[config.mk]
export PLATFORM = sky130hd
export DESIGN_NAME = pdh_bin_mem
export DESIGN_NICKNAME = d
export VERILOG_FILES = /design/src/rtl/core/pdh_pkg.sv /design/src/rtl/core/pdh_bin_mem.sv
export SDC_FILE = /design/constraint.sdc
export NUM_CORES = 2
export LEC_CHECK = 0
export BUFFER_PORTS_ARGS = -buffer_cell sky130_fd_sc_hd__buf_2
export CAP_MARGIN = 5
export CORE_UTILIZATION = 40
export CTS_CLUSTER_DIAMETER = 120
export CTS_CLUSTER_SIZE = 28
export DETAILED_ROUTE_END_ITERATION = 12
export GPL_TIMING_DRIVEN = 0
export HOLD_SLACK_MARGIN = 0.03
export PLACE_DENSITY = 0.58
export SYNTH_ARGS = -nofsm -noshare
export SYNTH_HDL_FRONTEND = slang
export SYNTH_SLANG_ARGS = --single-unit
export TNS_END_PERCENT = 10
[constraint.sdc]
create_clock -name clk -period 7.55 [get_ports clk]
set_clock_uncertainty 0.2 [all_clocks]
set_input_delay 0.3775 -clock clk [delete_from_list [all_inputs] [get_ports clk]]
set_output_delay 0.3775 -clock clk [all_outputs]
set_load 0.03 [all_outputs]
[src/rtl/core/pdh_pkg.sv]
// ----------------------------------------------------------------------------
// pdh_pkg
// Shared constants, types and build-time cell ROMs of the polar density
// histogram smoother.
// ----------------------------------------------------------------------------
`default_nettype none

package pdh_pkg;

  localparam int SECTORS     = 72;
  localparam int WINDOW      = 16;
  localparam int HALF_WIN    = WINDOW / 2;
  localparam int ROM_DEPTH   = WINDOW * WINDOW;
  localparam int OCT_SECTORS = SECTORS / 8;

  localparam int KIND_W     = 2;
  localparam int BIN_W      = 7;
  localparam int CELL_W     = 4;
  localparam int COUNT_W    = 8;
  localparam int COEF_W     = 16;
  localparam int SPAN_W     = 5;
  localparam int DENS_W     = 48;
  localparam int DIST_W     = 16;
  localparam int CSQ_W      = 2 * COUNT_W;
  localparam int BD_W       = COEF_W + DIST_W;
  localparam int FACTOR_W   = BD_W + 1;
  localparam int ADDPROD_W  = CSQ_W + 1 + FACTOR_W;
  localparam int CONTRIB_W  = ADDPROD_W - 8;
  localparam int WPROD_W    = DENS_W + SPAN_W + 1;
  localparam int ACC_W      = DENS_W + 2 * SPAN_W;
  localparam int DIVISOR_W  = SPAN_W + 1;
  localparam int RDCNT_W    = SPAN_W + 1;
  localparam int STEP_W     = $clog2(ACC_W);
  localparam int CFG_IDX_W  = 2;
  localparam int CFG_DATA_W = 16;

  localparam logic [COEF_W-1:0] OFFSET_RST = 16'd256;
  localparam logic [COEF_W-1:0] SLOPE_RST  = 16'd0;
  localparam logic [SPAN_W-1:0] SPAN_RST   = 5'd5;

  localparam logic [DENS_W-1:0] DENS_MAX = {1'b0, {(DENS_W-1){1'b1}}};
  localparam logic [DENS_W-1:0] DENS_MIN = {1'b1, {(DENS_W-1){1'b0}}};

  typedef enum logic [KIND_W-1:0] {
    KIND_CLEAR = 2'd0,
    KIND_ADD   = 2'd1,
    KIND_QUERY = 2'd2
  } kind_t;

  typedef enum logic [CFG_IDX_W-1:0] {
    CFG_DENSITY_OFFSET = 2'd0,
    CFG_DISTANCE_SLOPE = 2'd1,
    CFG_SMOOTH_SPAN    = 2'd2
  } cfg_idx_t;

  typedef struct packed {
    logic                     clr;
    logic                     rd_en;
    logic [BIN_W-1:0]         rd_addr;
    logic                     wr_en;
    logic [BIN_W-1:0]         wr_addr;
    logic [DENS_W-1:0]        wr_data;
  } mem_req_t;

  // tan of the sector edges inside the first octant, q16
  localparam longint TAN_Q16 [OCT_SECTORS-1] = '{
    5734, 11556, 17560, 23853, 30560, 37837, 45889, 54991
  };

  typedef logic [BIN_W-1:0]  bin_rom_t  [ROM_DEPTH];
  typedef logic [DIST_W-1:0] dist_rom_t [ROM_DEPTH];

  function automatic int bin_of(int dx, int dy);
    int ax;
    int ay;
    int lo;
    int hi;
    int j;
    int s0;
    ax = (dx < 0) ? -dx : dx;
    ay = (dy < 0) ? -dy : dy;
    if (dx == 0 && dy == 0) return 0;
    if (dy == 0) return (dx > 0) ? 0 : SECTORS / 2;
    if (dx == 0) return (dy > 0) ? SECTORS / 4 : 3 * SECTORS / 4;
    if (ax == ay) begin
      if (dx > 0) return (dy > 0) ? OCT_SECTORS : 7 * OCT_SECTORS;
      return (dy > 0) ? 3 * OCT_SECTORS : 5 * OCT_SECTORS;
    end
    lo = (ax < ay) ? ax : ay;
    hi = (ax < ay) ? ay : ax;
    j  = 0;
    for (int k = 0; k < OCT_SECTORS - 1; k++) begin
      if (longint'(lo) * 65536 > longint'(hi) * TAN_Q16[k]) j++;
    end
    s0 = (ay < ax) ? j : 2 * OCT_SECTORS - 1 - j;
    if (dx > 0 && dy > 0) return s0;
    if (dx < 0 && dy > 0) return SECTORS / 2 - 1 - s0;
    if (dx < 0) return SECTORS / 2 + s0;
    return SECTORS - 1 - s0;
  endfunction

  // sqrt(n) in q8.8, rounded to nearest
  function automatic longint dist_of(int n);
    longint orig;
    longint x;
    longint res;
    longint b;
    orig = longint'(n) << 16;
    x    = orig;
    res  = 0;
    b    = longint'(1) << 30;
    for (int i = 0; i < 16; i++) begin
      if (x >= res + b) begin
        x   = x - (res + b);
        res = (res >> 1) + b;
      end else begin
        res = res >> 1;
      end
      b = b >> 2;
    end
    if (orig > res * res + res) res = res + 1;
    return res;
  endfunction

  function automatic bin_rom_t bin_rom_init();
    bin_rom_t rom;
    for (int r = 0; r < WINDOW; r++) begin
      for (int c = 0; c < WINDOW; c++) begin
        rom[r * WINDOW + c] = BIN_W'(bin_of(r - HALF_WIN, c - HALF_WIN));
      end
    end
    return rom;
  endfunction

  function automatic dist_rom_t dist_rom_init();
    dist_rom_t rom;
    int dx;
    int dy;
    for (int r = 0; r < WINDOW; r++) begin
      for (int c = 0; c < WINDOW; c++) begin
        dx = r - HALF_WIN;
        dy = c - HALF_WIN;
        rom[r * WINDOW + c] = DIST_W'(dist_of(dx * dx + dy * dy));
      end
    end
    return rom;
  endfunction

  localparam bin_rom_t  BIN_ROM  = bin_rom_init();
  localparam dist_rom_t DIST_ROM = dist_rom_init();

endpackage

`default_nettype wire

[src/rtl/core/pdh_bin_mem.sv]
// ----------------------------------------------------------------------------
// pdh_bin_mem
// Sector density memory, one read and one write port, registered read,
// with per-entry valid bits so that a clear only resets the valid bits.
// ----------------------------------------------------------------------------
`default_nettype none

module pdh_bin_mem (
  input  logic                              clk,
  input  logic                              rst_n,
  input  pdh_pkg::mem_req_t                 req,
  output logic signed [pdh_pkg::DENS_W-1:0] rd_data
);

  logic [pdh_pkg::DENS_W-1:0]  mem_r [pdh_pkg::SECTORS];
  logic [pdh_pkg::SECTORS-1:0] vld_r;
  logic [pdh_pkg::DENS_W-1:0]  data_r;
  logic                        hit_r;

  always_ff @(posedge clk) begin
    if (!rst_n) begin
      vld_r <= '0;
    end else if (req.clr) begin
      vld_r <= '0;
    end else if (req.wr_en) begin
      vld_r[req.wr_addr] <= 1'b1;
    end
  end

  always_ff @(posedge clk) begin
    if (req.wr_en) begin
      mem_r[req.wr_addr] <= req.wr_data;
    end
  end

  always_ff @(posedge clk) begin
    if (req.rd_en) begin
      data_r <= mem_r[req.rd_addr];
      hit_r  <= vld_r[req.rd_addr];
    end
  end

  // entries not written since the last clear read as zero
  assign rd_data = hit_r ? $signed(data_r) : '0;

endmodule

`default_nettype wire

# After elaboration in Yosys (flattened, before gate mapping)
# Memory sizes are Yosys's and may differ from the RTL's. A register that Yosys moved wholly into a read port is not among the register bits.
# Index checks and enable logic that the tools add are counted.
classes:
  n_lt_le_gt_ge: 3
  muxes: 7
  reduce_logical: 2
  bitwise_logic: 2
op_table:
  columns: ["operator", "n"]
  rows:
  - ["OR 72 bit", 1]
  - ["2-to-1 mux 48 bit", 1]
  - ["less-than comparator 7 x 8 -> 1 bit (second input constant)", 2]
  - ["binary-select mux 1 bit (select 7 bit)", 1]
  - ["demux 1 bit (select 7 bit)", 1]
  - [">= comparator 7 x 1 -> 1 bit (second input constant)", 1]
  - ["2-to-1 mux 1 bit", 4]
  - ["OR reduction 2 bit", 1]
  - ["logical AND 1 bit", 1]
  - ["NOT 1 bit", 1]
totals:
  input_bits: 67
  memories: 1
  out_inout_bits: 48
  elab_cells: 17
  register_bits: 73
  ram_bits: 3456
mem_list:
  columns: ["name", "words", "width", "read_ports", "rd_ports_with_merged_regs", "wr", "line", "source"]
  rows:
  - ["mem_r", 72, 48, 1, 1, 1, "pdh_bin_mem.sv:15", "logic [pdh_pkg::DENS_W-1:0] mem_r [pdh_pkg::SECTORS];"]

# Depth between registers and ports, before layout
depth:
  depth_word: 5
  ltp_mapped: 10
  depth_no_buf: 5

# Least setup slack after synthesis
# Ideal clock, no wire load.
synth_timing:
  path_type: "input to register"
  start: "input port req[53] (netlist name)"
  end: "memory mem_r[26][0] (netlist name), enable pin"
  n_path_buf: 0
  t_arrival_ns: 4.206
  path_slack_ns: 2.629
  setup_time_ns: 0.515
  t_required_ns: 6.835
  cell_stages: 4
  path_cell_list: "nor2_1 > and3_1 > nand3_1 > nor3_1"
synth_rtl:
  columns: ["item", "line", "source"]
  rows:
  - ["from (decl)", "pdh_bin_mem.sv:11", "input pdh_pkg::mem_req_t req,"]
  - ["to (decl)", "pdh_bin_mem.sv:15", null]
# Straight into the memory's write port.

==> results_dict.tcl <==
set metrics [dict create \
    status "complete, but fails checks" \
    failed_checks "max-capacitance violations, max-slew violations" \
    combPwrFrac_pct 7.8 \
    required_ps 7870 \
    syn-mean-instance-area_um2 22.69 \
    area_growth_pct 12.88 \
    relSlewSlack_pct -10.02 \
    worst_setup_path_start_kind "primary input" \
    clkTransAtPathRegs_ps 110 \
    postLayoutCellArea_um2 153800 \
    placed_area_um2 148900 \
    synth_edf_count 3505 \
    gp_congestion 0.9056 \
    path_max_fanout 10 \
    rr_worst_depth 4 \
    min_path_type "primary input to register" \
    port_buffers 110 \
    tightest_slew_ps 1650 \
    drtPass1Iterations 8 \
    p_leak_nw 47.20 \
    grtUsageTotal_pct 31.39 \
    criticalPathCategory "primary input to register" \
    grt_remaining_overflow 0 \
    row_count 213 \
    synth-main-ff-cell "edfxtp_1" \
    cts_setup_buffers 0 \
    ys_seq_elements 3577 \
    post_drt_wl_per_cell_um 48.39 \
    die_h_um 585.7 \
    synth_fp_nets 6073 \
    drc 0 \
    synth_cells 6006 \
    fin_crit_sh_pct 71.61 \
    finalHoldViolCount 0 \
    antenna_found_initial 55 \
    die-area_um2 343100 \
    viasPerCell 6.751 \
    drv_cap 8 \
    syn-cell-area_um2 136300 \
    ios 115 \
    yosysTopAreaCellShare_pct 77.23 \
    layout-drive-gt1-share_pct 27.21 \
    finalSetupTns_ps 0 \
    ys_seq_area_share_pct 78.28 \
    h-tree-depth 4 \
    ys_top_cells_by_area "edfxtp_1, mux4_2, mux2i_1" \
    crit_path_end_kind "register" \
    cts_tree "built" \
    fin_crit_ps 5407 \
    fin_nets 6681 \
    grt_pass1_wl_um 694200 \
    numCtsBuffers 153 \
    cellPowerDensity_nw_per_um2 224.6 \
    vias 75784 \
    clkPwrFrac_pct 28.9 \
    grt_max_degree 73 \
    clock_sinks 3577 \
    fmaxAchievable_mhz 185.0 \
    setup_viol 0 \
    arrival_ps 5720 \
    slew_violations 69 \
    vdd_drop_max_v 0.0002036 \
    clk_latency_ps 940 \
    synthArstFlopShare_pct 0 \
    grt_pass1_vias 70074 \
    core_region_area_um2 337900 \
    die_w_um 585.7 \
    swShare_pct 23.48 \
    ant_nets 0 \
    p_sw_mw 8.113 \
    synth_cell_type_count 52 \
    internal_power_mw 26.44 \
    drt-total-wl_um 543200 \
    dp_hpwl_um 370200 \
    whs_path_depth 2 \
    yosysTopAreaCell "edfxtp_1" \
    drt_iter0_markers 14777 \
    ctsLongestPathBuffers 4 \
    start_util_pct 40.33 \
    power_frac_seq_pct 63.3 \
    cts-root-buf "clkbuf_16" \
    yosysWarnings 0 \
    rsz0062_at_grt "false" \
]
==> synthesized netlist by cell type (19+ instances only) <==
master / n
nor2b_1: 24
nor2_1: 110
a31oi_1: 19
clkbuf_1: 122
buf_4: 87
mux2_2: 45
nor3_1: 24
and2_1: 51
o221ai_1: 26
o211ai_1: 32
nand3_1: 54
buf_2: 84
edfxtp_1: 3505
nand2_1: 205
o21a_1: 72
a221oi_1: 28
mux4_2: 875
o21ai_0: 40
dfxtp_1: 72
mux2i_1: 220
buf_1: 32
a21oi_1: 52
o22ai_1: 61
a211oi_1: 22
a22oi_1: 34
==> placed cells by master, fill, tap and decap left out, drive strengths merged, types with 28 or more instances in the layout <==
cell type	count
o22ai	61
dfxtp	72
mux4	875
nand2	205
mux2i	220
edfxtp	3505
buf	617
a221oi	28
nand3	54
mux2	45
nor2	110
diode	49
and2	51
o211ai	32
o21ai	40
dlygate4sd3	44
clkbuf	318
a21oi	52
o21a	72
a22oi	34
==> repair_timing <==
item / CTS / global route
hold buffers: 17 / 27
endpoints found under the hold margin: 689 / 1722
gates resized for setup: 0 / 0
==> layout make-up <==
class | count | area (um2)
Fill cell | 28188 | 184100
Sequential cell | 3577 | 106700
Multi-Input combinational cell | 2093 | 28430
Timing Repair Buffer | 453 | 7074
Tap cell | 4515 | 5649
Clock buffer | 196 | 4011
Buffer | 330 | 1784
Antenna cell | 49 | 122.6
Clock inverter | 7 | 62.56
Inverter | 6 | 22.52
==> sequential cells by signal, indices dropped and copies added, names as in the netlist <==
name,flops
data_r,48
hit_r,1
mem_r,3456
vld_r,72
==> power by group through the flow <==
| stage | clock network (mW) | registers (mW) | logic (mW) |
|---|---|---|---|
| floorplan | 0 | 22.3 | 1.09 |
| global placement | 0 | 22.4 | 2.42 |
| detailed placement | 0 | 22.3 | 2.54 |
| CTS | 9.88 | 21.9 | 2.56 |
| global route | 10.5 | 21.9 | 2.66 |
| finish | 9.98 | 21.9 | 2.68 |
==> critical path: stages <==
cell and delay (ps):
buf_2 220, clkbuf_1 460, clkbuf_1 800, clkbuf_2 860
buf_2 730, nand3_1 340, a32oi_1 1340, o211ai_1 510
==> routing by layer <==
layer  global-route usage, %  part of all wire (%)  vias to the layer above
met1                   40.46                    35                    41068
met4                   17.99                   7.2                       20
li1                        -                     -                    26525
met3                   9.915                    14                     1432
met2                   47.04                    44                     6739
met5                       0                 0.024                        -
==> metrics by stage <==
step	setup WS (ps)	utilization, %	total power [mW]	hold WS, ps	std cells
final	2143	45.53	34.55	53.27	11226
after global routing	2471	45.50	35.02	68.77	11187
after CTS	2673	45.33	34.33	37.36	11137
after detailed placement	1735	44.07	24.89	250.0	10917
after global placement	-6720	42.17	24.78	240.7	10631
after floorplan	2629	-	23.42	235.4	6006
==> worst paths after layout <==
check | startpoint | endpoint | slack [ps]
worst min-delay path | req[7] | mem_r[44][7] | 50
worst max-delay path | req[59] | data_r[5] | 2140
worst min register to register | vld_r[59] | vld_r[59] | 280
worst max register to register | mem_r[23][36] | data_r[36] | 3630
==> kinds of logic (layout without fill, tap and decap cells) <==
| group | Yosys count | after routing | synth area share [%] |
|---|---|---|---|
| compound gates | 438 | 438 | 2.269 |
| flops | 3577 | 3577 | 78.28 |
| simple gates | 515 | 515 | 1.731 |
| buf+inv | 336 | 992 | 1.270 |
| other cells | 0 | 49 | 0 |
| mux | 1140 | 1140 | 16.45 |
Note: power is estimated with default switching activity, not from simulation.
