`src/rtl/core/pdh_pkg.sv`:
```
// ----------------------------------------------------------------------------
// pdh_pkg
// Shared constants, types and build-time cell ROMs of the polar density
// histogram smoother.
// ----------------------------------------------------------------------------
`default_nettype none

package pdh_pkg;

  localparam int SECTORS     = 72;
  localparam int WINDOW      = 16;
  localparam int HALF_WIN    = WINDOW / 2;
  localparam int ROM_DEPTH   = WINDOW * WINDOW;
  localparam int OCT_SECTORS = SECTORS / 8;

  localparam int KIND_W     = 2;
  localparam int BIN_W      = 7;
  localparam int CELL_W     = 4;
  localparam int COUNT_W    = 8;
  localparam int COEF_W     = 16;
  localparam int SPAN_W     = 5;
  localparam int DENS_W     = 48;
  localparam int DIST_W     = 16;
  localparam int CSQ_W      = 2 * COUNT_W;
  localparam int BD_W       = COEF_W + DIST_W;
  localparam int FACTOR_W   = BD_W + 1;
  localparam int ADDPROD_W  = CSQ_W + 1 + FACTOR_W;
  localparam int CONTRIB_W  = ADDPROD_W - 8;
  localparam int WPROD_W    = DENS_W + SPAN_W + 1;
  localparam int ACC_W      = DENS_W + 2 * SPAN_W;
  localparam int DIVISOR_W  = SPAN_W + 1;
  localparam int RDCNT_W    = SPAN_W + 1;
  localparam int STEP_W     = $clog2(ACC_W);
  localparam int CFG_IDX_W  = 2;
  localparam int CFG_DATA_W = 16;

  localparam logic [COEF_W-1:0] OFFSET_RST = 16'd256;
  localparam logic [COEF_W-1:0] SLOPE_RST  = 16'd0;
  localparam logic [SPAN_W-1:0] SPAN_RST   = 5'd5;

  localparam logic [DENS_W-1:0] DENS_MAX = {1'b0, {(DENS_W-1){1'b1}}};
  localparam logic [DENS_W-1:0] DENS_MIN = {1'b1, {(DENS_W-1){1'b0}}};

  typedef enum logic [KIND_W-1:0] {
    KIND_CLEAR = 2'd0,
    KIND_ADD   = 2'd1,
    KIND_QUERY = 2'd2
  } kind_t;

  typedef enum logic [CFG_IDX_W-1:0] {
    CFG_DENSITY_OFFSET = 2'd0,
    CFG_DISTANCE_SLOPE = 2'd1,
    CFG_SMOOTH_SPAN    = 2'd2
  } cfg_idx_t;

  typedef struct packed {
    logic                     clr;
    logic                     rd_en;
    logic [BIN_W-1:0]         rd_addr;
    logic                     wr_en;
    logic [BIN_W-1:0]         wr_addr;
    logic [DENS_W-1:0]        wr_data;
  } mem_req_t;

  // tan of the sector edges inside the first octant, q16
  localparam longint TAN_Q16 [OCT_SECTORS-1] = '{
    5734, 11556, 17560, 23853, 30560, 37837, 45889, 54991
  };

  typedef logic [BIN_W-1:0]  bin_rom_t  [ROM_DEPTH];
  typedef logic [DIST_W-1:0] dist_rom_t [ROM_DEPTH];

  function automatic int bin_of(int dx, int dy);
    int ax;
    int ay;
    int lo;
    int hi;
    int j;
    int s0;
    ax = (dx < 0) ? -dx : dx;
    ay = (dy < 0) ? -dy : dy;
    if (dx == 0 && dy == 0) return 0;
    if (dy == 0) return (dx > 0) ? 0 : SECTORS / 2;
    if (dx == 0) return (dy > 0) ? SECTORS / 4 : 3 * SECTORS / 4;
    if (ax == ay) begin
      if (dx > 0) return (dy > 0) ? OCT_SECTORS : 7 * OCT_SECTORS;
      return (dy > 0) ? 3 * OCT_SECTORS : 5 * OCT_SECTORS;
    end
    lo = (ax < ay) ? ax : ay;
    hi = (ax < ay) ? ay : ax;
    j  = 0;
    for (int k = 0; k < OCT_SECTORS - 1; k++) begin
      if (longint'(lo) * 65536 > longint'(hi) * TAN_Q16[k]) j++;
    end
    s0 = (ay < ax) ? j : 2 * OCT_SECTORS - 1 - j;
    if (dx > 0 && dy > 0) return s0;
    if (dx < 0 && dy > 0) return SECTORS / 2 - 1 - s0;
    if (dx < 0) return SECTORS / 2 + s0;
    return SECTORS - 1 - s0;
  endfunction

  // sqrt(n) in q8.8, rounded to nearest
  function automatic longint dist_of(int n);
    longint orig;
    longint x;
    longint res;
    longint b;
    orig = longint'(n) << 16;
    x    = orig;
    res  = 0;
    b    = longint'(1) << 30;
    for (int i = 0; i < 16; i++) begin
      if (x >= res + b) begin
        x   = x - (res + b);
        res = (res >> 1) + b;
      end else begin
        res = res >> 1;
      end
      b = b >> 2;
    end
    if (orig > res * res + res) res = res + 1;
    return res;
  endfunction

  function automatic bin_rom_t bin_rom_init();
    bin_rom_t rom;
    for (int r = 0; r < WINDOW; r++) begin
      for (int c = 0; c < WINDOW; c++) begin
        rom[r * WINDOW + c] = BIN_W'(bin_of(r - HALF_WIN, c - HALF_WIN));
      end
    end
    return rom;
  endfunction

  function automatic dist_rom_t dist_rom_init();
    dist_rom_t rom;
    int dx;
    int dy;
    for (int r = 0; r < WINDOW; r++) begin
      for (int c = 0; c < WINDOW; c++) begin
        dx = r - HALF_WIN;
        dy = c - HALF_WIN;
        rom[r * WINDOW + c] = DIST_W'(dist_of(dx * dx + dy * dy));
      end
    end
    return rom;
  endfunction

  localparam bin_rom_t  BIN_ROM  = bin_rom_init();
  localparam dist_rom_t DIST_ROM = dist_rom_init();

endpackage

`default_nettype wire

```
`src/rtl/core/pdh_divider.sv`:
```
// ----------------------------------------------------------------------------
// pdh_divider
// Signed by unsigned restoring divider, one quotient bit per cycle,
// truncating toward zero and saturating to the density range.
// ----------------------------------------------------------------------------
`default_nettype none

module pdh_divider (
  input  logic                                clk,
  input  logic                                rst_n,
  input  logic                                start,
  input  logic signed [pdh_pkg::ACC_W-1:0]    dividend,
  input  logic [pdh_pkg::DIVISOR_W-1:0]       divisor,
  output logic                                done,
  output logic signed [pdh_pkg::DENS_W-1:0]   quotient
);

  localparam int AW = pdh_pkg::ACC_W;
  localparam int DW = pdh_pkg::DENS_W;
  localparam int VW = pdh_pkg::DIVISOR_W;

  logic [AW-1:0]               quo_r;
  logic [VW-1:0]               rem_r;
  logic [VW-1:0]               dvs_r;
  logic                        neg_r;
  logic [pdh_pkg::STEP_W-1:0]  step_r;
  logic                        run_r;
  logic                        fin_r;
  logic                        done_r;
  logic [DW-1:0]               res_r;

  logic [VW:0] rem_sh;
  logic [VW:0] rem_sub;
  logic        ge;
  logic        over;

  always_comb begin
    rem_sh  = {rem_r, quo_r[AW-1]};
    ge      = rem_sh >= {1'b0, dvs_r};
    rem_sub = rem_sh - {1'b0, dvs_r};
    if (neg_r) begin
      over = (|quo_r[AW-1:DW]) || (quo_r[DW-1] && (|quo_r[DW-2:0]));
    end else begin
      over = |quo_r[AW-1:DW-1];
    end
  end

  always_ff @(posedge clk) begin
    if (!rst_n) begin
      run_r  <= 1'b0;
      fin_r  <= 1'b0;
      done_r <= 1'b0;
    end else begin
      done_r <= 1'b0;
      if (start) begin
        run_r  <= 1'b1;
        step_r <= pdh_pkg::STEP_W'(AW - 1);
        quo_r  <= dividend[AW-1] ? AW'(-dividend) : AW'(dividend);
        rem_r  <= '0;
        dvs_r  <= divisor;
        neg_r  <= dividend[AW-1];
      end else if (run_r) begin
        quo_r <= {quo_r[AW-2:0], ge};
        rem_r <= ge ? rem_sub[VW-1:0] : rem_sh[VW-1:0];
        if (step_r == '0) begin
          run_r <= 1'b0;
          fin_r <= 1'b1;
        end else begin
          step_r <= step_r - 1'b1;
        end
      end else if (fin_r) begin
        fin_r  <= 1'b0;
        done_r <= 1'b1;
        if (over) begin
          res_r <= neg_r ? pdh_pkg::DENS_MIN : pdh_pkg::DENS_MAX;
        end else begin
          res_r <= neg_r ? -quo_r[DW-1:0] : quo_r[DW-1:0];
        end
      end
    end
  end

  assign done     = done_r;
  assign quotient = $signed(res_r);

endmodule

`default_nettype wire
```
`config.mk`:
```
export PLATFORM = sky130hd
export DESIGN_NAME = pdh_divider
export DESIGN_NICKNAME = d
export VERILOG_FILES = /design/src/rtl/core/pdh_pkg.sv /design/src/rtl/core/pdh_divider.sv
export SDC_FILE = /design/constraint.sdc
export NUM_CORES = 1
export LEC_CHECK = 0
export BUFFER_PORTS_ARGS = -buffer_cell sky130_fd_sc_hd__buf_4
export CAP_MARGIN = 20
export CORE_MARGIN = 3
export CORE_UTILIZATION = 25
export CTS_CLUSTER_SIZE = 14
export DETAILED_ROUTE_END_ITERATION = 10
export PLACE_DENSITY = 0.51
export SETUP_SLACK_MARGIN = 0.4
export SLEW_MARGIN = 20
export SYNTH_ARGS = -nofsm -noshare
export SYNTH_HDL_FRONTEND = slang
export SYNTH_SLANG_ARGS = --single-unit
```
`constraint.sdc`:
```
create_clock -name clk -period 6.2 [get_ports clk]
set_input_delay 0.31 -clock clk [delete_from_list [all_inputs] [get_ports clk]]
set_output_delay 0.31 -clock clk [all_outputs]
set_load 0.05 [all_outputs]
```
-- Word level (Yosys, flattened, before mapping)
Cells that the tools add are included.
Widths: inputs -> output; s select.
- flip-flop bits (word level): 128
- logic and storage cells: 49
- add/sub/neg operators: 4
- magnitude comparators: 1
- equal/unequal tests: 2
- mux-type cells: 17
- bitwise operators: 3
- reduce and logical (&&, ||, !) cells: 13
- operators with widths (operator ; number):
    $mux 58 ; 3
    $mux 48 ; 3
    $neg 58->58 ; 1
    $neg 48->48 ; 1
    $reduce_or 47->1 ; 1
    $mux 6 ; 4
    $reduce_or 11->1 ; 1
    $reduce_or 10->1 ; 1
    $ge 7x6->1 ; 1
    $mux 1 ; 7
    $logic_not 6->1 ; 1
    $reduce_and 2->1 ; 3
    $sub 6x1->6 const B ; 1
    $sub 6x6->6 ; 1
    $reduce_and 4->1 ; 1
    $not 1->1 ; 3
    $reduce_and 3->1 ; 1
    $reduce_or 3->1 ; 1
    $ne 2x1->1 const B ; 1
    $ne 2x2->1 const B ; 1
    $reduce_bool 2->1 ; 1
    $logic_and 1x1->1 ; 1
    $logic_or 1x1->1 ; 1

-- Logic depth before layout (Yosys ltp)
Gate-level depths: netlist (run 1).
- depth after elaboration: 5
- depth in mapped cells: 9
- depth with buffers taken out: 9

-- Least setup slack after synthesis (run 1)
OpenSTA, ideal clock, no wires.
- path type: input -> register
- from: in start
- to: reg res_r[0] (netlist: quotient[0]) (enable)
- library setup time: 513 ps
- data arrival time: 4047 ps
- path slack: 1640 ps
- stages: 3
- path buffers: 2
- cells stage by stage: clkbuf_1 > clkbuf_1 > nor3_1
- longest elaborated chain between the ends: 2
- ends and longest elaborated chain (what ; line ; RTL):
    start: declaration ; pdh_divider.sv:11 ; input logic start,
    $not 1->1 (no source line) ; -- ;
    $reduce_and 4->1 (no source line) ; -- ;
    end signal: assignment ; pdh_divider.sv:75 ; res_r <= neg_r ? pdh_pkg::DENS_MIN : pdh_pkg::DENS_MAX;
    end signal: assignment ; pdh_divider.sv:77 ; res_r <= neg_r ? -quo_r[DW-1:0] : quo_r[DW-1:0];
    end: declaration ; pdh_divider.sv:30 ; logic [DW-1:0] res_r;
No other way between the ends.
A chain may end at the register's enable or synchronous reset.

-- Final worst setup path (run 1)
- from: reg quo_r[0]
- to: reg res_r[27] (netlist: quotient[27]) (data pin)
- longest elaborated chain between the ends: 5
- elaborated cells on any way between the ends: 7
- those cells by class: 1 x add/sub; 3 x mux; 3 x reduce/logical
- ends and longest elaborated chain (what ; line ; RTL):
    start: declaration ; pdh_divider.sv:22 ; logic [AW-1:0] quo_r;
    start signal: assignment ; pdh_divider.sv:58 ; quo_r <= dividend[AW-1] ? AW'(-dividend) : AW'(dividend);
    start signal: assignment ; pdh_divider.sv:63 ; quo_r <= {quo_r[AW-2:0], ge};
    branches (longest 4 deep; another with $neg 48->48) ; -- ;
    $mux 48 (*) ; pdh_divider.sv:74 ; if (over) begin
Mark *: on every way between the ends.

==> impl_metrics.csv, run 1 <==
group,metric,value,unit
synthesis,yosys_register_bits,128,
floorplan,die_h,185.5,µm
timing,min_period,3383,ps
final_layout,fill_cells,3301,
timing,skew,11.66,ps
final_layout,drive_above_1_share,20.98,%
synthesis,synth_seq_area_share,47.34,%
power,p_leak,3.370,nW
clock_network,cts_resized,0,
clock_network,cts_buffers,17,
grt,grt_antenna_before_repair,2,
routing,postRouteAntennaNets,0,
floorplan,start_util,25.46,%
timing,maxSlewViolCount,0,
clock_network,root_buffer,"clkbuf_16",
synthesis,synthCells,811,
final_layout,diodes,0,
timing,tns,0,ps
synthesis,synth-async-reset-ratio,0,%
timing,fmax,295.6,MHz
timing,holdWs,57.08,ps
worst_setup_path,worstPathMaxFanout,29,
worst_setup_path,crit_required,6440,ps
power,netSwitchingFraction,26.07,%
timing,final-hold-violation-count,0,
placed_design,gp_congestion,0.8279,
power,p_int,1.757,mW
final_layout,utilization,31.21,%
floorplan,row_count,65,
worst_setup_path,arrival,3620,ps
routing,first_pass_iters,5,
final_layout,layout_commonest_cell,"edfxtp_1",
synthesis,synth-edff-count,125,
clock_network,h-tree-depth,4,
power,pwr-share-clk,43.2,%
timing,finalSetupViolCount,0,
outcome,status,"complete, no violations",
timing,rsz0062_at_grt,"false",
placed_design,dpl_cell_area,9280,µm²
final_layout,final_net_count,985,
timing,fin_crit_sh,54.57,%
routing,initialDrtViolationCount,512,
grt,grt_pass1_wl,36640,µm
routing,routed_via_density,5.053,
floorplan,die_w,185.5,µm
final_layout,area_growth,22.57,%
power,combPwrFrac,12.5,%
timing,worstMarginPinSlew,1045,ps
synthesis,synth_area,8055,µm²
final_layout,multiInputGateArea,3965,µm²
floorplan,die_area,34410,µm²
min_path,hold_path.class,"input port to flop",
worst_setup_path,r2r_end,"quotient[27]$_DFFE_PP_",
final_layout,stdcell_count,1322,
timing,fin_ws,2817,ps
grt,track_usage,13.74,%
worst_setup_path,worst_setup_path_start_kind,"flop",
clock_network,clk_latency,430,ps
grt,grt_max_degree,77,
placed_design,preCtsSetupSlack,2870,ps
clock_network,postCtsSetupBuffers,0,
placed_design,hpwl,17480,µm
power,irDropWorstVdd,0.1518,mV
power,finalPower,2.377,mW
worst_setup_path,regToRegSetupSlack,2820,ps
routing,drc,0,
worst_setup_path,reg2reg_depth,9,
grt,grt_remaining_overflow,0,
min_path,min-delay-start,"divisor[4]",
synthesis,synth_cell_types,66,
min_path,whs_path_depth,1,
power,switchingPower,0.6197,mW
clock_network,path_clk_slew,60,ps
clock_network,hold_buffers,0,
power,seqPwrFrac,44.3,%
worst_setup_path,rr_startpoint,"quo_r[0]$_DFFE_PP_",
placed_design,dp.cells,1290,
timing,maxSlewHeadroom,29.98,%
power,p_per_area,240.7,nW/µm²
routing,wirelength,23720,µm
final_layout,final_area,9873,µm²
final_layout,seqCellArea,3814,µm²
grt,grt_pass1_vias,6269,
job,max_cap_viol_count,0,
floorplan,ios,116,
synthesis,ys.flop_type,"edfxtp_1",
clock_network,cts_sinks,128,
worst_setup_path,criticalPathCategory,"flop to flop",
clock_network,clk_path_buf_depth,2,
synthesis,syn_avg_cell_area,9.932,µm²
min_path,min_to,"dvs_r[4]$_DFFE_PP_",
routing,via_count,6680,
routing,avgRoutedWirePerCell,17.94,µm
worst_setup_path,endpoint_kind,"flop",
final_layout,layout_common_cells,"edfxtp_1 (125), buf_4 (120), nor2_1 (111)",
synthesis,syn_nets,889,
floorplan,fp.coreArea,31640,µm²
placed_design,portBuffers,115,
clock_network,tritoncts,"built",
synthesis,yosys_warnings,0,
## worst max-delay path, stage by stage, from the launching register on
cell and delay, ps:
edfxtp_1 450, inv_1 120, ha_1 190, nor3b_2 430, nand4_1 370, nor3_1 580, a31o_4 310, a21oi_4 170
buf_4 290, nor4_1 310
## sequential cells by signal, summed over array words and instances (netlist names)
| register | flops |
|---|---|
| rem_r | 6 |
| dvs_r | 6 |
| run_r | 1 |
| fin_r | 1 |
| done | 1 |
| step_r | 6 |
| quotient | 48 |
| quo_r | 58 |
| neg_r | 1 |
## worst max-delay path by stage
stage	end	start
after floorplan	quotient[0]$_DFFE_PP_	start
after global placement	quotient[27]$_DFFE_PP_	quo_r[0]$_DFFE_PP_
after detailed placement	quotient[44]$_DFFE_PP_	neg_r$_DFFE_PP_
after CTS	quotient[27]$_DFFE_PP_	quo_r[0]$_DFFE_PP_
after global routing	quotient[27]$_DFFE_PP_	quo_r[0]$_DFFE_PP_
final	quotient[27]$_DFFE_PP_	quo_r[0]$_DFFE_PP_
## cell families after synthesis
logic type | Yosys count | synth area share (%)
buffers and inverters | 69 | 3.557
AND/OR/NAND/NOR | 304 | 20.13
XOR/XNOR | 65 | 7.067
adder cells (fa/ha/maj) | 11 | 1.802
AO/OA/AOI/OAI | 229 | 19.45
flip-flops | 128 | 47.34
multiplexers | 5 | 0.6524
## power groups by stage
stage / registers [mW] / clock network (mW) / logic, mW
2_1_floorplan: 1.05 / 0 / 0.200
3_3_place_gp: 1.07 / 0 / 0.295
3_5_place_dp: 1.07 / 0 / 0.297
4_1_cts: 1.05 / 1.04 / 0.299
5_1_grt: 1.06 / 1.08 / 0.333
6_report: 1.05 / 1.03 / 0.297
## metal layers
metal,up-vias,wire [µm],track usage [%]
li1,3283,-,-
met1,3170,11520,19.48
met2,202,10490,20.96
met3,21,1391,3.381
met4,4,301,3.721
met5,-,21,0
## cell type report
| type | count | area share (%) |
|---|---|---|
| Multi-Input combinational cell | 614 | 40.16 |
| Clock inverter | 15 | 1.698 |
| Inverter | 26 | 0.9885 |
| Sequential cell | 128 | 38.63 |
| Timing Repair Buffer | 120 | 9.124 |
| Tap cell | 402 | 5.094 |
| Clock buffer | 17 | 4.309 |
## cell usage after synthesis, drive strengths merged, types with 14 or more instances
cell | n | area (µm²)
o21ai | 34 | 170.2
nor4 | 20 | 143.9
xor2 | 57 | 499.2
or4 | 19 | 146.4
clkbuf | 32 | 120.1
o31ai | 18 | 135.1
nor2 | 111 | 416.7
edfxtp | 125 | 3754
a21oi | 100 | 511.8
a311oi | 19 | 210.2
nor3 | 28 | 176.4
or3 | 14 | 87.58
nand3 | 20 | 100.1
nand2 | 38 | 142.6
inv | 25 | 93.84
o41ai | 25 | 271.5
(Power assumes the default switching activity.)
==> run 2, diff against run 1 <==
==> constraint.sdc (replaced) <==
create_clock -name clk -period 3.19 [get_ports clk]
set_input_delay 0.1595 -clock clk [delete_from_list [all_inputs] [get_ports clk]]
set_output_delay 0.1595 -clock clk [all_outputs]
set_load 0.05 [all_outputs]
==> run 2 against run 1 <==
Power up 90%. Die area stayed put. Critical path depth down 2. Largest power group unchanged.
==> impl_metrics.csv, run 2 (synthesis gave the netlist of run 1 again) <==
group,metric,value,unit
routing,wirelength,24300,µm
floorplan,die_w,185.5,µm
clock_network,path_clk_slew,60,ps
grt,grt_use_met3,3.420,%
grt,grtUsageMet2,21.39,%
floorplan,fp.coreArea,31640,µm²
final_layout,final_net_count,1034,
floorplan,row_count,65,
timing,tns,0,ps
timing,skew,13.76,ps
worst_setup_path,criticalPathCategory,"flop to flop",
worst_setup_path,endpoint_kind,"flop",
timing,fin_crit_sh,85.69,%
placed_design,hpwl,17710,µm
floorplan,die_h,185.5,µm
placed_design,portBuffers,115,
final_layout,layout_commonest_cell,"buf_4",
final_layout,stdcell_count,1371,
clock_network,tritoncts,"built",
worst_setup_path,cp_slowest_cell,"or4_1",
clock_network,clk_latency,420,ps
placed_design,dp.cells,1325,
final_layout,largest_register,"quo_r",
floorplan,die_area,34410,µm²
power,p_per_area,440.3,nW/µm²
final_layout,final_area,10260,µm²
clock_network,clk_path_buf_depth,2,
routing,first_pass_iters,5,
grt,track_usage,13.95,%
worst_setup_path,arrival,2970,ps
floorplan,start_util,25.46,%
outcome,status,"complete, no violations",
timing,min_period,2734,ps
grt,grt_pass1_wl,37230,µm
timing,maxSlewViolCount,0,
power,p_leak,3.591,nW
placed_design,gp_congestion,0.8096,
grt,grt_remaining_overflow,0,
clock_network,cts_sinks,128,
grt,grt_pass1_vias,6426,
clock_network,h-tree-depth,4,
routing,via_count,6833,
final_layout,largest_reg_flops,58,
grt,grt_max_degree,76,
placed_design,dpl_cell_area,9557,µm²
routing,initialDrtViolationCount,494,
worst_setup_path,crit_chain,"or4_1, or4_4, nor3_4, a31o_4, a21oi_4, buf_4, a311oi_1",
worst_setup_path,cpPeakStageDelay,550,ps
routing,routed_via_density,4.984,
routing,avgRoutedWirePerCell,17.72,µm
routing,drc,0,
timing,worstMarginPinSlew,758.7,ps
final_layout,layout_common_cells,"buf_4 (161), edfxtp_1 (125), nor2_1 (111)",
grt,grt_antenna_before_repair,4,
timing,finalSetupViolCount,0,
final_layout,utilization,32.43,%
worst_setup_path,crit_required,3430,ps
timing,maxSlewHeadroom,49.42,%
clock_network,cts_buffers,17,
grt,met1_usage,19.40,%
timing,rsz0062_at_grt,"true",
job,max_cap_viol_count,0,
timing,fmax,365.8,MHz
floorplan,ios,116,
power,irDropWorstVdd,0.3418,mV
routing,postRouteAntennaNets,0,
timing,holdWs,95.01,ps
final_layout,area_growth,27.37,%
min_path,hold_path.class,"input port to flop",
timing,final-hold-violation-count,0,
worst_setup_path,worstPathMaxFanout,16,
final_layout,drive_above_1_share,24.69,%
clock_network,root_buffer,"clkbuf_16",
worst_setup_path,worst_setup_path_start_kind,"flop",
grt,busiest_layer,"met2",
==> run 2: cell count changes in the layout (fill, tap and decap cells not counted), sizes merged <==
cell / previous run / this run
dlygate4sd3: 0 / 6
a21oi: 100 / 101
diode: 0 / 1
buf: 120 / 162
inv: 27 / 28
bufinv: 3 / 1
==> run 2: stage by stage <==
stage / worst slack, ps / total power [mW]
6_report: 456.4 / 4.517
5_1_grt: 315.2 / 4.705
4_1_cts: 382.3 / 4.544
3_5_place_dp: 298.6 / 2.685
3_3_place_gp: 345.9 / 2.681
2_1_floorplan: 579.3 / 2.434
==> run 2: worst max-delay path, delay by kind of cell (launching register included) <==
kind            cells  cell delay [ps]
buf+inv             1              230
compound gates      3              610
simple gates        3             1280
flops               1              430
==> run 2: routing by layer <==
metal / vias to the layer above / wire (µm)
li1: 3403 / -
met1: 3205 / 11600
met2: 182 / 10790
met3: 35 / 1434
met4: 8 / 417
met5: - / 61
==> run 2: repair_timing <==
item | CTS | global route
hold endpoints to repair | 6 | 0
setup buffers | 0 | 7
gates resized for setup | 0 | 6
hold buffers | 6 | 0
cloned | 1 | 0
pin swaps | 1 | 1
setup endpoints to repair | 14 | 25
==> run 2: path summary, 6_finish.rpt <==
| kind | endpoint | start | slack [ps] | depth (start not counted) |
|---|---|---|---|---|
| setup / recovery | quotient[45]$_DFFE_PP_ | quo_r[37]$_DFFE_PP_ | 460 | 7 |
| hold / removal | done$_SDFF_PP0_ | rst_n | 100 | 3 |
| setup reg to reg | quotient[45]$_DFFE_PP_ | quo_r[37]$_DFFE_PP_ | 460 | 7 |
| hold reg to reg | fin_r$_SDFFE_PN0P_ | fin_r$_SDFFE_PN0P_ | 480 | 2 |
==> run 2: area by class of cell <==
type	count	area [µm²]
fill	3219	21380
timing repair buffer	168	1289
inverter	26	97.59
clock buffer	17	425.4
sequential	128	3814
antenna	1	2.502
tap	402	503.0
clock inverter	14	117.6
multi-input combinational	615	4011
==> run 2: power breakdown <==
group          internal [mW]  switching (mW)
registers               1.95          0.0795
logic                  0.270           0.368
clock network           1.07           0.780
total                   3.29            1.23
